**src/hdl/ibpo_pkg.sv**
```systemverilog
// ----------------------------------------------------------------------------
// ibpo_pkg
// Types and constants shared by the indicator blink/pulse opacity block.
// ----------------------------------------------------------------------------
package ibpo_pkg;

   // command codes
   localparam logic [1:0] CMD_TICK  = 2'd0;
   localparam logic [1:0] CMD_SET   = 2'd1;
   localparam logic [1:0] CMD_START = 2'd2;

   // indicator modes
   localparam logic [1:0] MODE_OFF   = 2'd0;
   localparam logic [1:0] MODE_ON    = 2'd1;
   localparam logic [1:0] MODE_BLINK = 2'd2;
   localparam logic [1:0] MODE_PULSE = 2'd3;

   // configuration register indexes
   localparam logic CSR_ICON_COUNT = 1'b0;
   localparam logic CSR_BOOT_CHECK = 1'b1;

   localparam logic [15:0] BOOT_DEFAULT = 16'd2000;
   localparam int          MAX_OUT      = 16;

   // opacity constants
   localparam logic [7:0] OPA_OFF   = 8'd0;
   localparam logic [7:0] OPA_FULL  = 8'd255;
   localparam logic [7:0] PULSE_MIN = 8'd90;

   // time base: t/250 taken as (t>>1)/125, one hex digit per step
   localparam int BLINK_DIV    = 125;
   localparam int DIV_STEPS    = 8;
   localparam int BLINK_MS     = 250;
   localparam int PULSE_PERIOD = 1000;
   localparam int PULSE_HALF   = 500;
   // floor(165*u/500) = (u * 33 * 5243) >> 19 for u up to 500
   localparam int PULSE_RECIP  = 173019;
   localparam int PULSE_SHIFT  = 19;

   localparam int QUEUE_DEPTH = 4;
   localparam int QPTR_W      = $clog2(QUEUE_DEPTH);

   typedef logic [3:0] icon_idx_type;

   typedef struct packed {
      logic [1:0]   command;
      logic [31:0]  now_ms;
      icon_idx_type icon_index;
      logic [1:0]   new_mode;
   } req_type;

   typedef struct packed {
      icon_idx_type out_index;
      logic [7:0]   opacity;
      logic         last_of_tick;
   } rsp_type;

   typedef struct packed {
      logic         is_tick;
      logic         boot;
      logic         blink_high;
      logic [7:0]   pulse;
      icon_idx_type icon_index;
      logic [1:0]   new_mode;
   } cmd_type;

   typedef struct packed {
      logic full;
      logic empty;
   } fifo_stat_type;

   typedef enum logic [1:0] {
      FR_IDLE,
      FR_DIV,
      FR_LEVEL,
      FR_PUSH
   } front_state_type;

   typedef enum logic [1:0] {
      BK_IDLE,
      BK_SCAN,
      BK_FLUSH
   } back_state_type;

endpackage

```
**src/hdl/ibpo_front.sv**
```systemverilog
// ----------------------------------------------------------------------------
// ibpo_front
// Accepts commands, keeps the start time and works out the tick time base.
// ----------------------------------------------------------------------------
module ibpo_front (
   input  logic                   clock,
   input  logic                   reset,
   input  logic                   req_valid,
   output logic                   req_ready,
   input  ibpo_pkg::req_type      req_payload,
   input  logic [15:0]            boot_window,
   input  ibpo_pkg::fifo_stat_type q_stat,
   output logic                   push_valid,
   output ibpo_pkg::cmd_type      push_data
);

   function automatic logic [3:0] div125_digit(input logic [10:0] v);
      logic [3:0] d;
      d = 4'd0;
      for (int k = 1; k < 16; k++) begin
         if (v >= 11'(k * ibpo_pkg::BLINK_DIV)) d = 4'(k);
      end
      return d;
   endfunction

   ibpo_pkg::front_state_type state_ff, state_in;
   logic [31:0] start_time_ff, start_time_in;
   logic        boot_ff, boot_in;
   logic [31:0] div_x_ff, div_x_in;
   logic [6:0]  rem_ff, rem_in;
   logic [1:0]  q_lo_ff, q_lo_in;
   logic [2:0]  cnt_ff, cnt_in;
   logic        t0_ff, t0_in;
   logic [7:0]  pulse_ff, pulse_in;
   logic        blink_ff, blink_in;

   always_ff @(posedge clock) begin
      if (reset) begin
         state_ff      <= ibpo_pkg::FR_IDLE;
         start_time_ff <= 32'd0;
      end else begin
         state_ff      <= state_in;
         start_time_ff <= start_time_in;
      end
      boot_ff  <= boot_in;
      div_x_ff <= div_x_in;
      rem_ff   <= rem_in;
      q_lo_ff  <= q_lo_in;
      cnt_ff   <= cnt_in;
      t0_ff    <= t0_in;
      pulse_ff <= pulse_in;
      blink_ff <= blink_in;
   end

   always_comb begin
      logic [31:0] start_eff;
      logic [31:0] since;
      logic [10:0] nxt;
      logic [3:0]  d;
      logic [7:0]  tm250;
      logic [9:0]  p;
      logic [8:0]  u;
      logic [26:0] prod;

      state_in      = state_ff;
      start_time_in = start_time_ff;
      boot_in       = boot_ff;
      div_x_in      = div_x_ff;
      rem_in        = rem_ff;
      q_lo_in       = q_lo_ff;
      cnt_in        = cnt_ff;
      t0_in         = t0_ff;
      pulse_in      = pulse_ff;
      blink_in      = blink_ff;

      start_eff = (start_time_ff == 32'd0) ? req_payload.now_ms : start_time_ff;
      since     = req_payload.now_ms - start_eff;
      nxt       = {rem_ff, div_x_ff[31:28]};
      d         = div125_digit(nxt);
      tm250     = {rem_ff, t0_ff};
      p         = 10'(int'(q_lo_ff) * ibpo_pkg::BLINK_MS) + {2'b00, tm250};
      u         = (p < 10'(ibpo_pkg::PULSE_HALF)) ? p[8:0]
                                                  : 9'(10'(ibpo_pkg::PULSE_PERIOD) - p);
      prod      = 27'(u) * 27'(ibpo_pkg::PULSE_RECIP);

      req_ready  = (state_ff == ibpo_pkg::FR_IDLE) && !q_stat.full;
      push_valid = 1'b0;
      push_data.is_tick    = 1'b1;
      push_data.boot       = boot_ff;
      push_data.blink_high = blink_ff;
      push_data.pulse      = pulse_ff;
      push_data.icon_index = req_payload.icon_index;
      push_data.new_mode   = req_payload.new_mode;

      case (state_ff)
         ibpo_pkg::FR_IDLE: begin
            if (req_valid && req_ready) begin
               case (req_payload.command)
                  ibpo_pkg::CMD_TICK: begin
                     start_time_in = start_eff;
                     boot_in       = since < {16'd0, boot_window};
                     div_x_in      = {1'b0, req_payload.now_ms[31:1]};
                     t0_in         = req_payload.now_ms[0];
                     rem_in        = 7'd0;
                     cnt_in        = 3'd0;
                     state_in      = ibpo_pkg::FR_DIV;
                  end
                  ibpo_pkg::CMD_SET: begin
                     push_valid        = 1'b1;
                     push_data.is_tick = 1'b0;
                  end
                  ibpo_pkg::CMD_START: begin
                     start_time_in = req_payload.now_ms;
                  end
                  default: begin
                  end
               endcase
            end
         end
         ibpo_pkg::FR_DIV: begin
            rem_in   = 7'(nxt - 11'(int'(d) * ibpo_pkg::BLINK_DIV));
            q_lo_in  = d[1:0];
            div_x_in = {div_x_ff[27:0], 4'd0};
            cnt_in   = cnt_ff + 3'd1;
            if (cnt_ff == 3'(ibpo_pkg::DIV_STEPS - 1)) state_in = ibpo_pkg::FR_LEVEL;
         end
         ibpo_pkg::FR_LEVEL: begin
            pulse_in = ibpo_pkg::PULSE_MIN + prod[ibpo_pkg::PULSE_SHIFT +: 8];
            blink_in = !q_lo_ff[0];
            state_in = ibpo_pkg::FR_PUSH;
         end
         ibpo_pkg::FR_PUSH: begin
            if (!q_stat.full) begin
               push_valid = 1'b1;
               state_in   = ibpo_pkg::FR_IDLE;
            end
         end
         default: begin
            state_in = ibpo_pkg::FR_IDLE;
         end
      endcase
   end

endmodule

```
**src/hdl/ibpo_queue.sv**
```systemverilog
// ----------------------------------------------------------------------------
// ibpo_queue
// Short command queue between the front and the back.
// ----------------------------------------------------------------------------
module ibpo_queue (
   input  logic                    clock,
   input  logic                    reset,
   input  logic                    push_valid,
   input  ibpo_pkg::cmd_type       push_data,
   input  logic                    pop,
   output ibpo_pkg::cmd_type       pop_data,
   output ibpo_pkg::fifo_stat_type q_stat
);

   localparam int CNT_W = $clog2(ibpo_pkg::QUEUE_DEPTH + 1);

   ibpo_pkg::cmd_type entry_ff [ibpo_pkg::QUEUE_DEPTH];
   logic [ibpo_pkg::QPTR_W-1:0] wr_ptr_ff, wr_ptr_in;
   logic [ibpo_pkg::QPTR_W-1:0] rd_ptr_ff, rd_ptr_in;
   logic [CNT_W-1:0]            count_ff, count_in;
   logic                        do_push, do_pop;

   assign q_stat.full  = (count_ff == CNT_W'(ibpo_pkg::QUEUE_DEPTH));
   assign q_stat.empty = (count_ff == '0);
   assign do_push      = push_valid && !q_stat.full;
   assign do_pop       = pop && !q_stat.empty;
   assign pop_data     = entry_ff[rd_ptr_ff];

   always_comb begin
      wr_ptr_in = wr_ptr_ff;
      rd_ptr_in = rd_ptr_ff;
      count_in  = count_ff;
      if (do_push) begin
         wr_ptr_in = (wr_ptr_ff == ibpo_pkg::QPTR_W'(ibpo_pkg::QUEUE_DEPTH - 1))
                     ? '0 : wr_ptr_ff + 1'b1;
      end
      if (do_pop) begin
         rd_ptr_in = (rd_ptr_ff == ibpo_pkg::QPTR_W'(ibpo_pkg::QUEUE_DEPTH - 1))
                     ? '0 : rd_ptr_ff + 1'b1;
      end
      if (do_push && !do_pop) count_in = count_ff + 1'b1;
      else if (do_pop && !do_push) count_in = count_ff - 1'b1;
   end

   always_ff @(posedge clock) begin
      if (reset) begin
         wr_ptr_ff <= '0;
         rd_ptr_ff <= '0;
         count_ff  <= '0;
      end else begin
         wr_ptr_ff <= wr_ptr_in;
         rd_ptr_ff <= rd_ptr_in;
         count_ff  <= count_in;
      end
      if (do_push) entry_ff[wr_ptr_ff] <= push_data;
   end

endmodule

```
**src/hdl/ibpo_back.sv**
```systemverilog
// ----------------------------------------------------------------------------
// ibpo_back
// Applies mode writes and walks the indicators on each tick, one per cycle while rsp does not stall.
// ----------------------------------------------------------------------------
module ibpo_back #(
   parameter int NUM_INDICATORS = 16
) (
   input  logic                    clock,
   input  logic                    reset,
   input  logic [4:0]              icon_count,
   input  ibpo_pkg::fifo_stat_type q_stat,
   output logic                    pop,
   input  ibpo_pkg::cmd_type       pop_data,
   output logic                    rsp_valid,
   input  logic                    rsp_ready,
   output ibpo_pkg::rsp_type       rsp_payload
);

   localparam int DEPTH = (NUM_INDICATORS < ibpo_pkg::MAX_OUT) ? NUM_INDICATORS
                                                                : ibpo_pkg::MAX_OUT;
   localparam int IDX_W = (DEPTH > 1) ? $clog2(DEPTH) : 1;
   localparam int CNT_W = $clog2(DEPTH + 1);

   ibpo_pkg::back_state_type state_ff, state_in;
   logic [1:0]       mode_ff [DEPTH];
   logic [7:0]       last_ff [DEPTH];
   logic [CNT_W-1:0] cnt_ff, cnt_in;
   logic [CNT_W-1:0] n_ff, n_in;
   logic             boot_ff, boot_in;
   logic             blink_ff, blink_in;
   logic [7:0]       pulse_ff, pulse_in;
   logic             pend_valid_ff, pend_valid_in;
   ibpo_pkg::icon_idx_type pend_idx_ff, pend_idx_in;
   logic [7:0]       pend_opa_ff, pend_opa_in;
   logic             rsp_valid_ff, rsp_valid_in;
   ibpo_pkg::rsp_type rsp_payload_ff, rsp_payload_in;

   logic             mode_we;
   logic [IDX_W-1:0] mode_wa;
   logic             last_we;
   logic [IDX_W-1:0] scan_idx;
   logic [1:0]       scan_mode;
   logic [7:0]       scan_opa;
   logic             out_free;

   assign scan_idx    = cnt_ff[IDX_W-1:0];
   assign scan_mode   = boot_ff ? ibpo_pkg::MODE_ON : mode_ff[scan_idx];
   assign out_free    = !rsp_valid_ff || rsp_ready;
   assign mode_wa     = pop_data.icon_index[IDX_W-1:0];
   assign rsp_valid   = rsp_valid_ff;
   assign rsp_payload = rsp_payload_ff;

   always_comb begin
      case (scan_mode)
         ibpo_pkg::MODE_OFF:   scan_opa = ibpo_pkg::OPA_OFF;
         ibpo_pkg::MODE_ON:    scan_opa = ibpo_pkg::OPA_FULL;
         ibpo_pkg::MODE_BLINK: scan_opa = blink_ff ? ibpo_pkg::OPA_FULL : ibpo_pkg::OPA_OFF;
         default:              scan_opa = pulse_ff;
      endcase
   end

   always_comb begin
      logic chg;
      logic advance;

      state_in       = state_ff;
      cnt_in         = cnt_ff;
      n_in           = n_ff;
      boot_in        = boot_ff;
      blink_in       = blink_ff;
      pulse_in       = pulse_ff;
      pend_valid_in  = pend_valid_ff;
      pend_idx_in    = pend_idx_ff;
      pend_opa_in    = pend_opa_ff;
      rsp_valid_in   = rsp_valid_ff && !rsp_ready;
      rsp_payload_in = rsp_payload_ff;
      pop            = 1'b0;
      mode_we        = 1'b0;
      last_we        = 1'b0;

      chg     = (scan_opa != last_ff[scan_idx]);
      advance = !chg || !pend_valid_ff || out_free;

      case (state_ff)
         ibpo_pkg::BK_IDLE: begin
            if (!q_stat.empty) begin
               pop = 1'b1;
               if (pop_data.is_tick) begin
                  boot_in  = pop_data.boot;
                  blink_in = pop_data.blink_high;
                  pulse_in = pop_data.pulse;
                  cnt_in   = '0;
                  n_in     = (int'(icon_count) > DEPTH) ? CNT_W'(DEPTH)
                                                        : CNT_W'(icon_count);
                  if (n_in != '0) state_in = ibpo_pkg::BK_SCAN;
               end else begin
                  mode_we = (int'(pop_data.icon_index) < DEPTH);
               end
            end
         end
         ibpo_pkg::BK_SCAN: begin
            if (chg && advance) begin
               last_we = 1'b1;
               if (pend_valid_ff) begin
                  rsp_valid_in                = 1'b1;
                  rsp_payload_in.out_index    = pend_idx_ff;
                  rsp_payload_in.opacity      = pend_opa_ff;
                  rsp_payload_in.last_of_tick = 1'b0;
               end
               pend_valid_in = 1'b1;
               pend_idx_in   = ibpo_pkg::icon_idx_type'(scan_idx);
               pend_opa_in   = scan_opa;
            end
            if (advance) begin
               cnt_in = cnt_ff + 1'b1;
               if (cnt_in == n_ff) state_in = ibpo_pkg::BK_FLUSH;
            end
         end
         ibpo_pkg::BK_FLUSH: begin
            if (!pend_valid_ff) begin
               state_in = ibpo_pkg::BK_IDLE;
            end else if (out_free) begin
               rsp_valid_in                = 1'b1;
               rsp_payload_in.out_index    = pend_idx_ff;
               rsp_payload_in.opacity      = pend_opa_ff;
               rsp_payload_in.last_of_tick = 1'b1;
               pend_valid_in               = 1'b0;
               state_in                    = ibpo_pkg::BK_IDLE;
            end
         end
         default: begin
            state_in = ibpo_pkg::BK_IDLE;
         end
      endcase
   end

   always_ff @(posedge clock) begin
      if (reset) begin
         state_ff      <= ibpo_pkg::BK_IDLE;
         pend_valid_ff <= 1'b0;
         rsp_valid_ff  <= 1'b0;
         for (int i = 0; i < DEPTH; i++) begin
            mode_ff[i] <= ibpo_pkg::MODE_OFF;
            last_ff[i] <= ibpo_pkg::OPA_OFF;
         end
      end else begin
         state_ff      <= state_in;
         pend_valid_ff <= pend_valid_in;
         rsp_valid_ff  <= rsp_valid_in;
         if (mode_we) mode_ff[mode_wa] <= pop_data.new_mode;
         if (last_we) last_ff[scan_idx] <= scan_opa;
      end
      cnt_ff         <= cnt_in;
      n_ff           <= n_in;
      boot_ff        <= boot_in;
      blink_ff       <= blink_in;
      pulse_ff       <= pulse_in;
      pend_idx_ff    <= pend_idx_in;
      pend_opa_ff    <= pend_opa_in;
      rsp_payload_ff <= rsp_payload_in;
   end

   a_pend_not_idle: assert property (@(posedge clock) disable iff (reset)
      pend_valid_ff |-> state_ff != ibpo_pkg::BK_IDLE)
      else $error("pending change left behind in idle");

   a_scan_in_range: assert property (@(posedge clock) disable iff (reset)
      state_ff == ibpo_pkg::BK_SCAN |-> cnt_ff < n_ff && n_ff != '0)
      else $error("scan counter out of range");

   a_flush_marks_last: assert property (@(posedge clock) disable iff (reset)
      (state_ff == ibpo_pkg::BK_FLUSH && pend_valid_ff && out_free)
      |=> rsp_valid_ff && rsp_payload_ff.last_of_tick)
      else $error("final beat of tick not marked last");

endmodule

```
**src/hdl/indicator_blink_pulse_opacity.sv**
```systemverilog
// ----------------------------------------------------------------------------
// indicator_blink_pulse_opacity
// Opacity controller for blinking and pulsing indicators.
//
// The req channel takes tick, set-mode and start commands (valid/ready).
// Set, start and the unused code are done in the front's idle state. A
// tick holds the front while it is accepted, run through the hex-digit
// divider that splits the time into blink phase and pulse position, made
// into a pulse level and queued. The back pops a tick from the queue,
// walks n = min(icon_count, NUM_INDICATORS, 16) indicators one per cycle
// while rsp does not stall, and ends in a flush state. A change is held
// until the next change is found or the scan ends, then sent as one rsp
// beat; the last beat is marked last_of_tick. A four-entry queue parts
// front and back, so commands keep flowing while the back scans. When rsp
// stalls, the scan holds on the next change and the queue fills before
// req_ready drops.
// Reset clears the start time, all modes (off), all opacities (0),
// icon_count to 0 and the boot window to 2000. csr_we writes register
// csr_index: 0 icon_count, 1 boot window; write only while idle.
// ----------------------------------------------------------------------------
module indicator_blink_pulse_opacity #(
   parameter int NUM_INDICATORS = 16
) (
   input  logic               clock,
   input  logic               reset,
   input  logic               req_valid,
   output logic               req_ready,
   input  ibpo_pkg::req_type  req_payload,
   output logic               rsp_valid,
   input  logic               rsp_ready,
   output ibpo_pkg::rsp_type  rsp_payload,
   input  logic               csr_we,
   input  logic               csr_index,
   input  logic [15:0]        csr_wdata
);

   logic [4:0]  icon_count_ff;
   logic [15:0] boot_check_ff;

   logic                    push_valid;
   ibpo_pkg::cmd_type       push_data;
   logic                    pop;
   ibpo_pkg::cmd_type       pop_data;
   ibpo_pkg::fifo_stat_type q_stat;

   always_ff @(posedge clock) begin
      if (reset) begin
         icon_count_ff <= 5'd0;
         boot_check_ff <= ibpo_pkg::BOOT_DEFAULT;
      end else if (csr_we) begin
         case (csr_index)
            ibpo_pkg::CSR_ICON_COUNT: icon_count_ff <= csr_wdata[4:0];
            ibpo_pkg::CSR_BOOT_CHECK: boot_check_ff <= csr_wdata;
            default: begin
            end
         endcase
      end
   end

   ibpo_front u_front (
      .clock       (clock),
      .reset       (reset),
      .req_valid   (req_valid),
      .req_ready   (req_ready),
      .req_payload (req_payload),
      .boot_window (boot_check_ff),
      .q_stat      (q_stat),
      .push_valid  (push_valid),
      .push_data   (push_data)
   );

   ibpo_queue u_queue (
      .clock      (clock),
      .reset      (reset),
      .push_valid (push_valid),
      .push_data  (push_data),
      .pop        (pop),
      .pop_data   (pop_data),
      .q_stat     (q_stat)
   );

   ibpo_back #(
      .NUM_INDICATORS (NUM_INDICATORS)
   ) u_back (
      .clock       (clock),
      .reset       (reset),
      .icon_count  (icon_count_ff),
      .q_stat      (q_stat),
      .pop         (pop),
      .pop_data    (pop_data),
      .rsp_valid   (rsp_valid),
      .rsp_ready   (rsp_ready),
      .rsp_payload (rsp_payload)
   );

endmodule

```
**config.mk**
```make
export PLATFORM = sky130hd
export DESIGN_NAME = indicator_blink_pulse_opacity
export DESIGN_NICKNAME = d
export VERILOG_FILES = /design/src/hdl/ibpo_pkg.sv /design/src/hdl/ibpo_front.sv /design/src/hdl/ibpo_queue.sv /design/src/hdl/ibpo_back.sv /design/src/hdl/indicator_blink_pulse_opacity.sv
export SDC_FILE = /design/constraint.sdc
export NUM_CORES = 1
export LEC_CHECK = 0
export ABC_CLOCK_PERIOD_IN_PS = 19130
export BUFFER_PORTS_ARGS = -buffer_cell sky130_fd_sc_hd__clkbuf_2
export CORE_ASPECT_RATIO = 0.8
export CORE_MARGIN = 5
export CORE_UTILIZATION = 35
export CTS_BUF_LIST = sky130_fd_sc_hd__clkbuf_4 sky130_fd_sc_hd__clkbuf_8
export DETAILED_ROUTE_END_ITERATION = 12
export MAX_ROUTING_LAYER = met4
export REMOVE_ABC_BUFFERS = 1
export SLEW_MARGIN = 20
export SYNTH_ARGS = -nofsm -noshare
export SYNTH_HDL_FRONTEND = slang
export SYNTH_SLANG_ARGS = --single-unit
```
**constraint.sdc**
```tcl
create_clock -name clock -period 19.13 [get_ports clock]
set_input_delay 3.826 -clock clock [delete_from_list [all_inputs] [get_ports clock]]
set_output_delay 3.826 -clock clock [all_outputs]
set_load 0.005 [all_outputs]
```
## Word level (Yosys, flattened, before mapping)

Memory sizes are Yosys's and may differ from the RTL's. A register that Yosys moved wholly into a read port is not among the register bits.
Index checks and enable logic that the tools add are counted.
W data, S select, Z words.

- Bits in latches: 0
- Memory bits (writable): 228
- Register bits: 166
- Memories: 3
- Input port bits: 62
- Logic and storage cells: 240
- Output and inout bits: 15
- Memory bits (read-only): 0

Memories:

| memory | words | width | rd ports | clocked after Yosys merged registers in | write ports | RTL line | RTL |
|---|---|---|---|---|---|---|---|
| u_back.last_ff | 16 | 8 | 1 | 1 | 16 | ibpo_back.sv:26 | `logic [7:0] last_ff [DEPTH];` |
| u_queue.entry_ff | 4 | 17 | 1 | 1 | 1 | ibpo_queue.sv:17 | `ibpo_pkg::cmd_type entry_ff [ibpo_pkg::QUEUE_DEPTH];` |
| u_back.mode_ff | 16 | 2 | 1 | 1 | 16 | ibpo_back.sv:25 | `logic [1:0] mode_ff [DEPTH];` |

- Add/sub/neg operators: 11
- Div/mod/pow operators: 0
- Multiply operators: 3
- Shift operators: 0
- Eq/ne operators: 29
- $lt $le $gt $ge: 18
- Mux-type cells: 100
- Bitwise gates (word level): 2
- Reductions and logical operators: 46

Operator list:

| cell | number |
|---|---|
| $pmux W32 S2 | 2 |
| $mux W32 | 3 |
| $ge A11 B11 Y1 const B | 7 |
| $mux W13 | 4 |
| $mux W4 | 12 |
| $ge A11 B10 Y1 const B | 4 |
| $mux W2 | 19 |
| $mux W1 | 33 |
| $logic_not A32 Y1 | 1 |
| $lt A32 B16 Y1 | 1 |
| $sub A32 B32 Y32 | 1 |
| $mul A9 B18 Y27 const B | 1 |
| $pmux W13 S2 | 1 |
| $mux W3 | 8 |
| $pmux W8 S3 | 1 |
| $ge A11 B9 Y1 const B | 2 |
| $mux W5 | 4 |
| $mux W8 | 2 |
| $ne A2 B1 Y1 const B | 8 |
| $eq A2 B2 Y1 const B | 7 |
| $mux W7 | 2 |
| $pmux W7 S2 | 1 |
| $reduce_and A3 Y1 | 4 |
| $ge A11 B7 Y1 const B | 1 |
| 39 further kinds | 80 |

## Longest topological paths before layout

Gate-level depths: netlist of the first run.

- Depth in word-level cells: 19
- Depth in mapped cells: 35
- Gate-level depth less buffers: 35

## Cells and area by module

Synthesis of the first run repeated with hierarchy kept, for this count alone.

- Cells, all modules: 2,080
- Area total of the unflattened synthesis: 23,677.7 um^2

Modules (own cells, without submodules):

| module | seq. area each (um^2) | cells each | area each (um^2) | instances |
|---|---|---|---|---|
| ibpo_back | 6,316.1 | 740 | 9,932.0 | 1 |
| ibpo_front | 2,332.2 | 1,116 | 9,915.8 | 1 |
| ibpo_queue | 2,222.1 | 139 | 2,956.6 | 1 |
| indicator_blink_pulse_opacity | 420.4 | 85 | 873.3 | 1 |

## Worst setup path after synthesis of the first run

OpenSTA, ideal clock, no wires.

- Kind: reg-to-reg
- Start: register u_front.rem_ff[1]
- End: register u_front.pulse_ff[7], data pin
- Arrival time: 7,796 ps
- Path slack: 11,077 ps
- Data required time: 18,872 ps
- Cell stages (with the launch flop): 31
- Path buffers: 0
- Library setup time: 258 ps
- Clock period less this slack: 8,053 ps
- Cells stage by stage: edfxtp_1 -> ha_1 -> a21o_1 -> a21oi_1 -> o21bai_1 -> a2111oi_0 -> nor3_1 -> xnor2_1 -> o31ai_1 -> nor2b_1 -> xor2_1 -> fa_1 -> fa_1 -> inv_1 -> fa_1 -> fa_1 -> inv_1 -> ha_1 -> o21ai_0 -> a211oi_1 -> o21ai_0 -> o31ai_1 -> a21oi_1 -> xnor2_1 -> ha_1 -> and3b_1 -> mux2i_1 -> o21ai_0 -> a21o_1 -> o211a_1 -> xnor2_1

- Cells in the longest elaborated chain, start to end: 5
- Elaborated cells between the ends (all ways): 6
- Classes of those cells: add/sub (3); mul (1); order compare (1); mux (1)

Ends and longest elaborated chain:

| item | RTL line | RTL |
|---|---|---|
| start, declared | ibpo_front.sv:30 | `logic [6:0] rem_ff, rem_in;` |
| start signal, assigned | ibpo_front.sv:47 | `rem_ff <= rem_in;` |
| $add A10 B8 Y10 (*) | ibpo_front.sv:81 | `p = 10'(int'(q_lo_ff) * ibpo_pkg::BLINK_MS) + {2'b00, tm250};` |
| $sub A9 B9 Y9 / $lt A10 B9 Y1 (equally long branches) | ibpo_front.sv:83, ibpo_front.sv:82 |  |
| $mux W9 (*) | ibpo_front.sv:82 | `u = (p < 10'(ibpo_pkg::PULSE_HALF)) ? p[8:0]` |
| $mul A9 B18 Y27 (*) | ibpo_front.sv:84 | `prod = 27'(u) * 27'(ibpo_pkg::PULSE_RECIP);` |
| $add A7 B8 Y8 (*) | ibpo_front.sv:128 | `pulse_in = ibpo_pkg::PULSE_MIN + prod[ibpo_pkg::PULSE_SHIFT +: 8];` |
| end signal, assigned | ibpo_front.sv:51 | `pulse_ff <= pulse_in;` |
| end, declared | ibpo_front.sv:34 | `logic [7:0] pulse_ff, pulse_in;` |

Every way passes the cells marked *; elsewhere a longest branch is shown, timed or not.
A chain may end at the register's enable or synchronous reset.

## Final worst setup path of the first run

- Start: register u_front.rem_ff[0]
- End: register u_front.pulse_ff[7], data pin

Same word-level chain as after synthesis.

==> results.md, run 1 <==
* Setup tns final at 0 ns
* Initial core utilization at 35.3%
* First-pass GRT wire length at 88,400 um
* Slowest stage delay, CP at 0.70 ns
* RD Place Congestion at 0.867
* Main synth FF type: edfxtp_1
* Min Clock Period, post-route at 9.27 ns
* RSZ-0062 raised after global routing: false
* Vias in the first global route at 16,100
* Ys Warns at 0
* Fillers at 6,363
* Normalized max-slew margin at 25.5%
* Met1 GRT Util at 21.5%
* PortBufs at 76
* Die W at 298 um
* Largest net degree at the start of global routing at 45
* Most used cell, CP: o21ai_0
* Avg Inst Size Synth at 11.2 sq um
* Area leader, netlist: edfxtp_1
* Worst Path Required at 19.49 ns
* Final WL at 55,700 um
* Total global routing track utilization at 15.9%
* Hold_buf cts at 0
* Htree depth at 3
* Post-DP HPWL at 41,100 um
* CP Max Fanout at 11
* CTS clk-pin slew, worst paths at 0.06 ns
* Remaining Overflow, GRT at 0
* # IOs at 77
* Full die area at 0.0714 sq mm
* Worst Hold Class: reg2reg
* Area Growth Syn to Fin at 11.2%
* Flip-flop and latch area at 0.0113 sq mm
* Worst slew pin tran at 1.11 ns
* Cell area after synthesis at 0.0231 sq mm
* Peak Freq at 108 MHz
* Drt initial violations at 1,208
* Antenna-violating nets left at 0
* Max cap viols at 0
* 1st-pass router iterations at 6
* Post-CTS sizing at 0
* CTS tree: done
* Num CTS Buffers at 68
* Rows at 84
* Post-Synthesis Cells at 2,064
* Initial antenna violation count at 5
* CP max stage cell: o31ai_1
* Multi-input logic area at 0.0108 sq mm
* GRT met3 Usage at 3.68%
* Post-synth EDFFs at 328
* Layout cells sized above 1 at 14.2%
* Vias at 15,900
* Crit path launch type: flop
* Number of setup buffers added after CTS at 0
* Final setup violation count at 0
* Clk_lat worst skew at 0.65 ns
* WS Path Type: reg2reg
* Worst Skew at 0.0440 ns
* Unique masters post-synth at 81
* DR vias/cell at 5.19
* Final hold viol count at 0
* Seq/Total Area, Yosys at 48.8%
* Top cells by area, synth: edfxtp_1, ha_1, dfxtp_1, mux4_2, fa_1
* Final worst-path cycle share at 48.5%
* Yosys reg bits at 400
* CP arrival at 9.63 ns
* Area fraction of the dominant cell type after synthesis at 42.6%
* Met2 Use GR at 24.7%
* Top Usage Layer GRT: met2
* Synth async-reset ratio at 0%
* Chip height at 240 um
* Clock root buffer: clkbuf_8
* Nets at 2,417
* Clock sinks at 400
* Slew Viols, Final at 0
* WL/cell at 18.2 um
* Core ar. at 0.0656 sq mm
* Worst setup EP type: flop
* DRC Markers at 0
* Clock buffer depth at 3
* Run status: completed
[final cells by class]
type                       instances  area share (%)
clock inverter                    36           0.967
sequential                       400            43.9
inverter                         178            2.60
antenna                            5          0.0486
timing repair buffer             101            2.21
tap                              860            4.18
clock buffer                      89            4.27
multi-input combinational       1398            41.9
[synthesized netlist by cell type, types with 11 or more instances]
master / n
a21o_1: 34
and2_1: 15
nand3_1: 15
mux4_2: 51
nor2_1: 253
fa_1: 53
nor3_1: 30
mux2i_1: 23
a31oi_1: 14
mux2_2: 30
o21ai_0: 106
dfxtp_1: 72
xnor2_1: 50
o21a_1: 14
nor2b_1: 28
xor2_1: 27
clkbuf_1: 55
inv_1: 176
a211oi_1: 13
nand2_1: 173
o211ai_1: 12
a21oi_1: 128
o31ai_1: 12
nand4_1: 11
buf_2: 17
a22oi_1: 14
ha_1: 155
edfxtp_1: 328
[cells in the final DEF (no fill, tap or decap), drive strengths merged, types with 11 or more instances in the layout]
cell type  Yosys  layout
a21oi        128     128
a21o          34      34
nor2b         28      28
o21a          14      14
o31ai         12      12
ha           155     155
nand2        173     173
a31oi         14      14
and2          17      17
o21ai        106     106
inv          176     180
nor2         253     253
nand4         11      11
buf           33      25
nor3          31      31
o211ai        13      13
dfxtp         72      72
xnor2         50      50
mux2          33      33
clkinv         2      27
xor2          27      27
a211oi        13      13
fa            53      53
edfxtp       328     328
mux2i         24      24
nand3         15      15
mux4          55      55
clkbuf        55     165
a22oi         14      14
[state kept, by name, summed over array words and instances (netlist names), 2 cells and up, named ones only]
| name | flops |
|---|---|
| u_back.state_ff | 2 |
| u_back.cnt_ff | 5 |
| u_front.cnt_ff | 3 |
| u_front.state_ff | 2 |
| u_back.mode_ff | 32 |
| u_front.div_x_ff | 32 |
| u_queue.wr_ptr_ff | 2 |
| u_front.rem_ff | 7 |
| u_back.pend_idx_ff | 4 |
| u_back.rsp_payload | 13 |
| u_queue.rd_ptr_ff | 2 |
| u_back.last_ff | 128 |
| u_queue.entry_ff | 68 |
| boot_check_ff | 16 |
| u_front.pulse_ff | 8 |
| u_front.start_time_ff | 32 |
| u_back.pulse_ff | 8 |
| u_back.n_ff | 5 |
| u_queue.count_ff | 3 |
| u_back.pend_opa_ff | 8 |
| u_front.q_lo_ff | 2 |
| icon_count_ff | 5 |
[cell families (layout without fill, tap and decap cells)]
group           Yosys count  in the layout  synth area share, %
compound gates          409            409                 11.1
buf+inv                 266            404                 4.70
fa+ha+maj               208            208                 13.0
simple gates            592            592                 11.4
xor+xnor                 77             77                 2.91
mux                     112            112                 8.16
flops                   400            400                 48.8
other cells               0              5                    0
[critical path, delay by kind of cell, from the launching register on]
family | cells | cell delay (ns)
AO/OA/AOI/OAI | 13 | 3.42
XOR/XNOR | 4 | 1.03
adder cells (fa/ha/maj) | 8 | 3.26
buffers and inverters | 3 | 0.15
flip-flops | 1 | 0.56
multiplexers | 1 | 0.29
AND/OR/NAND/NOR | 2 | 0.28
[through the flow]
step	worst slack [ns]	utilization (%)	cells	cell area [sq um]	hold slack, ns
after detailed placement	9.83	37.2	2937	24400	0.405
after floorplan	11.04	-	1976	22700	0.400
after global routing	9.25	39.3	3066	25700	0.434
final	9.86	39.3	3067	25700	0.418
after global placement	10.12	37.2	2937	24400	0.407
after CTS	9.81	39.2	3062	25700	0.417
[path summary, 6_finish.rpt]
check | start | to | slack (ns) | cells after the start
min | u_back.pend_opa_ff[6]$_DFFE_PP_ | u_back.rsp_payload[7]$_DFFE_PP_ | 0.42 | 0
max | u_front.rem_ff[0]$_SDFFCE_PN0P_ | u_front.pulse_ff[7]$_DFFE_PP_ | 9.86 | 31
min reg2reg | u_back.pend_opa_ff[6]$_DFFE_PP_ | u_back.rsp_payload[7]$_DFFE_PP_ | 0.42 | 0
max reg2reg | u_front.rem_ff[0]$_SDFFCE_PN0P_ | u_front.pulse_ff[7]$_DFFE_PP_ | 9.86 | 31
[per-layer routing]
metal | routed length (um) | part of all wire (%) | vias up
li1 | - | - | 7591
met1 | 25700 | 46 | 7764
met2 | 25500 | 46 | 473
met3 | 3580 | 6.4 | 83
met4 | 943 | 1.7 | 0
met5 | 0 | 0 | -
Power of run 1 is not shown: default switching activity piles up to over one toggle a cycle in this logic, so the estimate is an artifact.
==> run 2: changes to the inputs <==
--- a/config.mk
+++ b/config.mk
@@ -5,7 +5,7 @@
 export SDC_FILE = /design/constraint.sdc
 export NUM_CORES = 1
 export LEC_CHECK = 0
-export ABC_CLOCK_PERIOD_IN_PS = 19130
+export ABC_CLOCK_PERIOD_IN_PS = 9100
 export BUFFER_PORTS_ARGS = -buffer_cell sky130_fd_sc_hd__clkbuf_2
 export CORE_ASPECT_RATIO = 0.8
 export CORE_MARGIN = 5
==> constraint.sdc (replaced) <==
create_clock -name clock -period 9.1 [get_ports clock]
set_input_delay 1.82 -clock clock [delete_from_list [all_inputs] [get_ports clock]]
set_output_delay 1.82 -clock clock [all_outputs]
set_load 0.005 [all_outputs]
==> run 2 against run 1 <==
Against the previous run: critical path depth increased by 4; register-to-register slack got worse by 9.4 ns; worst setup slack got worse by 9.4 ns; via count increased by 0.18%; utilization increased by 0.53 points; first-iteration DRC count increased by 4.1%; clock skew decreased by 0.0061 ns; hold slack got worse by 0.029 ns; sequential share of layout area decreased by 0.59 points; final cell count increased by 0.62%; die area unchanged; critical endpoint unchanged.
==> results.md, run 2 (synthesized netlist as in run 1, its figures left out) <==
* Max cap viols at 0
* Clock root buffer: clkbuf_8
* Setup tns final at 0 ns
* Worst slew pin tran at 1.10 ns
* Antenna-violating nets left at 0
* Worst setup path startpoint: u_front.rem_ff[0]$_SDFFCE_PN0P_
* Slew Viols, Final at 0
* Commonest non-fill, non-tap cell in the layout: edfxtp_1
* # IOs at 77
* First-pass GRT wire length at 87,900 um
* Most used cell, CP: fa_1
* Nets at 2,435
* CP Buf/Inv Count at 7
* Die W at 298 um
* Htree depth at 3
* Clock sinks at 400
* Clk_lat worst skew at 0.64 ns
* Largest register by flop count: u_back.last_ff
* Hold_buf cts at 0
* Vias in the first global route at 16,000
* Rows at 84
* Final worst-path cycle share at 94.6%
* CP delay by family, top: adder cells
* RSZ-0062 raised after global routing: false
* Largest net degree at the start of global routing at 45
* Slowest stage delay, CP at 0.58 ns
* Most frequent cells in the layout: edfxtp_1, nor2_1, inv_1
* Normalized max-slew margin at 26.4%
* PortBufs at 76
* CP Max Fanout at 10
* CTS tree: done
* Worst Hold Class: reg2reg
* Layout cells sized above 1 at 15.8%
* Peak Freq at 116 MHz
* Drt initial violations at 1,257
* Post-DP HPWL at 40,700 um
* RD Place Congestion at 0.874
* Chip height at 240 um
* CP max stage cell: fa_1
* R2R Setup Slk at 0.49 ns
* Biggest regs: u_back.last_ff (128), u_queue.entry_ff (68)
* Run status: completed
* Final WL at 55,400 um
* Hold_sp: u_back.pend_opa_ff[5]$_DFFE_PP_
* Full die area at 0.0714 sq mm
* Worst Skew at 0.0378 ns
* Crit path launch type: flop
* DR vias/cell at 5.16
* Clock buffer depth at 3
* WL/cell at 18.0 um
* Final setup violation count at 0
* WS Path Type: reg2reg
* Max reg flops at 128
* Remaining Overflow, GRT at 0
* Reg-to-reg startpoint: u_front.rem_ff[0]$_SDFFCE_PN0P_
* CTS clk-pin slew, worst paths at 0.08 ns
* Vias at 15,900
* Min Clock Period, post-route at 8.61 ns
* Area Growth Syn to Fin at 12.8%
* Initial antenna violation count at 6
* Initial core utilization at 35.3%
* CP arrival at 8.97 ns
* Worst setup EP type: flop
* Num CTS Buffers at 72
* Final hold viol count at 0
* 1st-pass router iterations at 6
* Total global routing track utilization at 15.8%
* DRC Markers at 0
* Core ar. at 0.0656 sq mm
* Worst Path Required at 9.46 ns
[run 2: changes by cell type in the layout (fill, tap and decap cells not counted), sizes merged]
cell    change
buf        +14
bufinv      +3
clkbuf     +12
clkinv      -8
inv         -2
[run 2: timing repair]
action | in CTS | in global routing
resized for setup | 0 | 10
endpoints found under the setup margin | 0 | 2
endpoints found under the hold margin | 0 | 0
setup buffers | 0 | 12
[run 2: worst paths after layout]
kind | to | cells past startpoint
worst max-delay path | u_front.pulse_ff[7]$_DFFE_PP_ | 35
worst min-delay path | u_back.rsp_payload[6]$_DFFE_PP_ | 0
worst max register to register | u_front.pulse_ff[7]$_DFFE_PP_ | 35
worst min register to register | u_back.rsp_payload[6]$_DFFE_PP_ | 0
[run 2: final cells by class]
cell class,instances,area (sq um)
antenna,5,12.5
clock buffer,101,1250
clock inverter,29,284
fill,6300,39500
inverter,178,668
multi-input combinational,1398,10800
sequential,400,11300
tap,860,1080
timing repair buffer,115,673
[run 2: stage by stage]
stage          instances  setup WS [ns]  hold WS [ns]  util [%]  cell area (sq um)
2_1_floorplan       1976           1.01         0.400         -              22700
3_3_place_gp        2939          0.588         0.405      37.2              24400
3_5_place_dp        2939          0.303         0.405      37.2              24400
4_1_cts             3069          0.234         0.384      39.5              25900
5_1_grt             3086         0.0258         0.406      39.8              26100
6_report            3086          0.490         0.389      39.8              26100
[run 2: metal layers]
| layer | wire length, um | global-route usage [%] |
|---|---|---|
| met1 | 26000 | 22.0 |
| met2 | 24900 | 24.1 |
| met3 | 3630 | 3.41 |
| met4 | 920 | 3.33 |
| met5 | 0 | - |
Power of run 2 is left out for the same reason.
==> run 3: changes to the inputs <==
--- a/config.mk
+++ b/config.mk
@@ -5,7 +5,7 @@
 export SDC_FILE = /design/constraint.sdc
 export NUM_CORES = 1
 export LEC_CHECK = 0
-export ABC_CLOCK_PERIOD_IN_PS = 9100
+export ABC_CLOCK_PERIOD_IN_PS = 7050
 export BUFFER_PORTS_ARGS = -buffer_cell sky130_fd_sc_hd__clkbuf_2
 export CORE_ASPECT_RATIO = 0.8
 export CORE_MARGIN = 5
==> constraint.sdc (replaced) <==
create_clock -name clock -period 7.05 [get_ports clock]
set_input_delay 1.41 -clock clock [delete_from_list [all_inputs] [get_ports clock]]
set_output_delay 1.41 -clock clock [all_outputs]
set_load 0.005 [all_outputs]
==> run 3 against run 2 <==
Against the previous run: the run now ends with negative setup slack left; routed wire length up 2.0%; non-clock buffer count up 78; final cell count up 2.3%; sequential cell count unchanged; worst setup slack worse by 1.1 ns; via count up 2.6%; clock-buffer cell count unchanged.
==> results.md, run 3 (synthesized netlist as in run 1, its figures left out) <==
* DRC Markers at 0
* RSZ-0062 raised after global routing: true
* Clock root buffer: clkbuf_8
* R2r worst-path depth at 35
* Vias at 16,400
* Layout cells sized above 1 at 20.2%
* CTS clk-pin slew, worst paths at 0.06 ns
* CP Max Fanout at 7
* Area Growth Syn to Fin at 15.9%
* Worst setup EP type: flop
* Die W at 298 um
* CP max stage cell: fa_1
* Max reg flops at 128
* Worst Skew at 0.0375 ns
* Slowest stage delay, CP at 0.57 ns
* Full die area at 0.0714 sq mm
* Remaining Overflow, GRT at 0
* Slew Viols, Final at 0
* Chip height at 240 um
* Largest net degree at the start of global routing at 46
* Initial core utilization at 35.3%
* Peak Freq at 131 MHz
* Htree depth at 3
* CP arrival at 8.01 ns
* Final worst-path cycle share at 108%
* Post-DP HPWL at 41,200 um
* Failing checks: negative setup slack
* Biggest regs: u_back.last_ff (128), u_queue.entry_ff (68)
* Worst hold stages at 0
* Initial antenna violation count at 5
* RD Place Congestion at 0.875
* Clock buffer depth at 3
* CTS tree: done
* Worst slew pin tran at 1.16 ns
* Total global routing track utilization at 16.1%
* Nets at 2,512
* Core ar. at 0.0656 sq mm
* First-pass GRT wire length at 89,800 um
* # IOs at 77
* Largest register by flop count: u_back.last_ff
* Clk_lat worst skew at 0.65 ns
* Min Clock Period, post-route at 7.64 ns
* Commonest non-fill, non-tap cell in the layout: edfxtp_1
* 1st-pass router iterations at 5
* Hold_buf cts at 0
* Setup ws final at -0.587 ns
* CP delay by family, top: adder cells
* Drt initial violations at 1,202
* Most used cell, CP: fa_1
* CP Buf/Inv Count at 7
* WS Path Type: reg2reg
* Worst Path Required at 7.43 ns
* Clock sinks at 400
* Critical Path Stages at 35
* Vias in the first global route at 16,500
* Final WL at 56,600 um
* Run status: complete, but fails checks
* Normalized max-slew margin at 22.2%
* Final setup violation count at 4
* Max cap viols at 0
* Fillers at 6,357
* Final hold viol count at 0
* WL/cell at 17.9 um
* Crit path launch type: flop
* DR vias/cell at 5.18
* Hold Slack at 0.421 ns
* Worst Hold Class: reg2reg
* Most frequent cells in the layout: edfxtp_1, nor2_1, nand2_1
* Num CTS Buffers at 71
* Rows at 84
* PortBufs at 76
* Antenna-violating nets left at 0
run 3: worst paths after layout:
kind	to	startpoint	slack, ns
hold / removal	u_back.rsp_payload[6]$_DFFE_PP_	u_back.pend_opa_ff[5]$_DFFE_PP_	0.42
setup / recovery	u_front.pulse_ff[7]$_DFFE_PP_	u_front.q_lo_ff[1]$_DFFE_PP_	-0.59
setup reg to reg	u_front.pulse_ff[7]$_DFFE_PP_	u_front.q_lo_ff[1]$_DFFE_PP_	-0.59
hold reg to reg	u_back.rsp_payload[6]$_DFFE_PP_	u_back.pend_opa_ff[5]$_DFFE_PP_	0.42
run 3: per-layer routing:
metal,global-route usage [%],vias up,routed length [um]
met5,-,-,0
met4,3.48,0,888
met3,3.67,79,3850
met2,25.0,488,25900
met1,22.0,8001,25900
li1,-,7784,-
run 3: worst reg2reg max path: cells and delay by family (launching register included):
family	cells	cell delay, ns
xor+xnor	4	0.55
mux	1	0.17
compound gates	12	2.17
buf+inv	7	0.66
simple gates	4	0.45
flops	1	0.46
fa+ha+maj	7	2.89
run 3: metrics by stage:
step / setup TNS (ns) / util (%) / instances / instance area, sq um / setup slack, ns
6_report: -1.62 / 40.9 / 3158 / 26800 / -0.587
5_1_grt: -3.61 / 40.9 / 3158 / 26800 / -1.02
4_1_cts: -1.60 / 40.7 / 3149 / 26700 / -0.598
3_5_place_dp: -3.97 / 38.1 / 3016 / 25000 / -1.15
3_3_place_gp: -2.41 / 38.1 / 3016 / 25000 / -0.836
2_1_floorplan: -3.36 / - / 1976 / 22700 / -1.04
run 3: repair_timing:
item                                    in CTS  in global routing
hold endpoints to repair                     0                  0
pin swaps                                   25                 18
resized for setup                           46                 26
setup buffers                                8                  5
endpoints found under the setup margin       6                  6
run 3: cell type report:
type / instances / area (sq um) / area share, %
clock inverter: 24 / 203 / 0.755
antenna: 4 / 10.0 / 0.0373
tap: 860 / 1080 / 4.01
clock buffer: 101 / 1220 / 4.55
timing repair buffer: 193 / 1280 / 4.76
inverter: 178 / 668 / 2.49
multi-input combinational: 1398 / 11100 / 41.3
sequential: 400 / 11300 / 42.1
Power of run 3 is left out for the same reason.
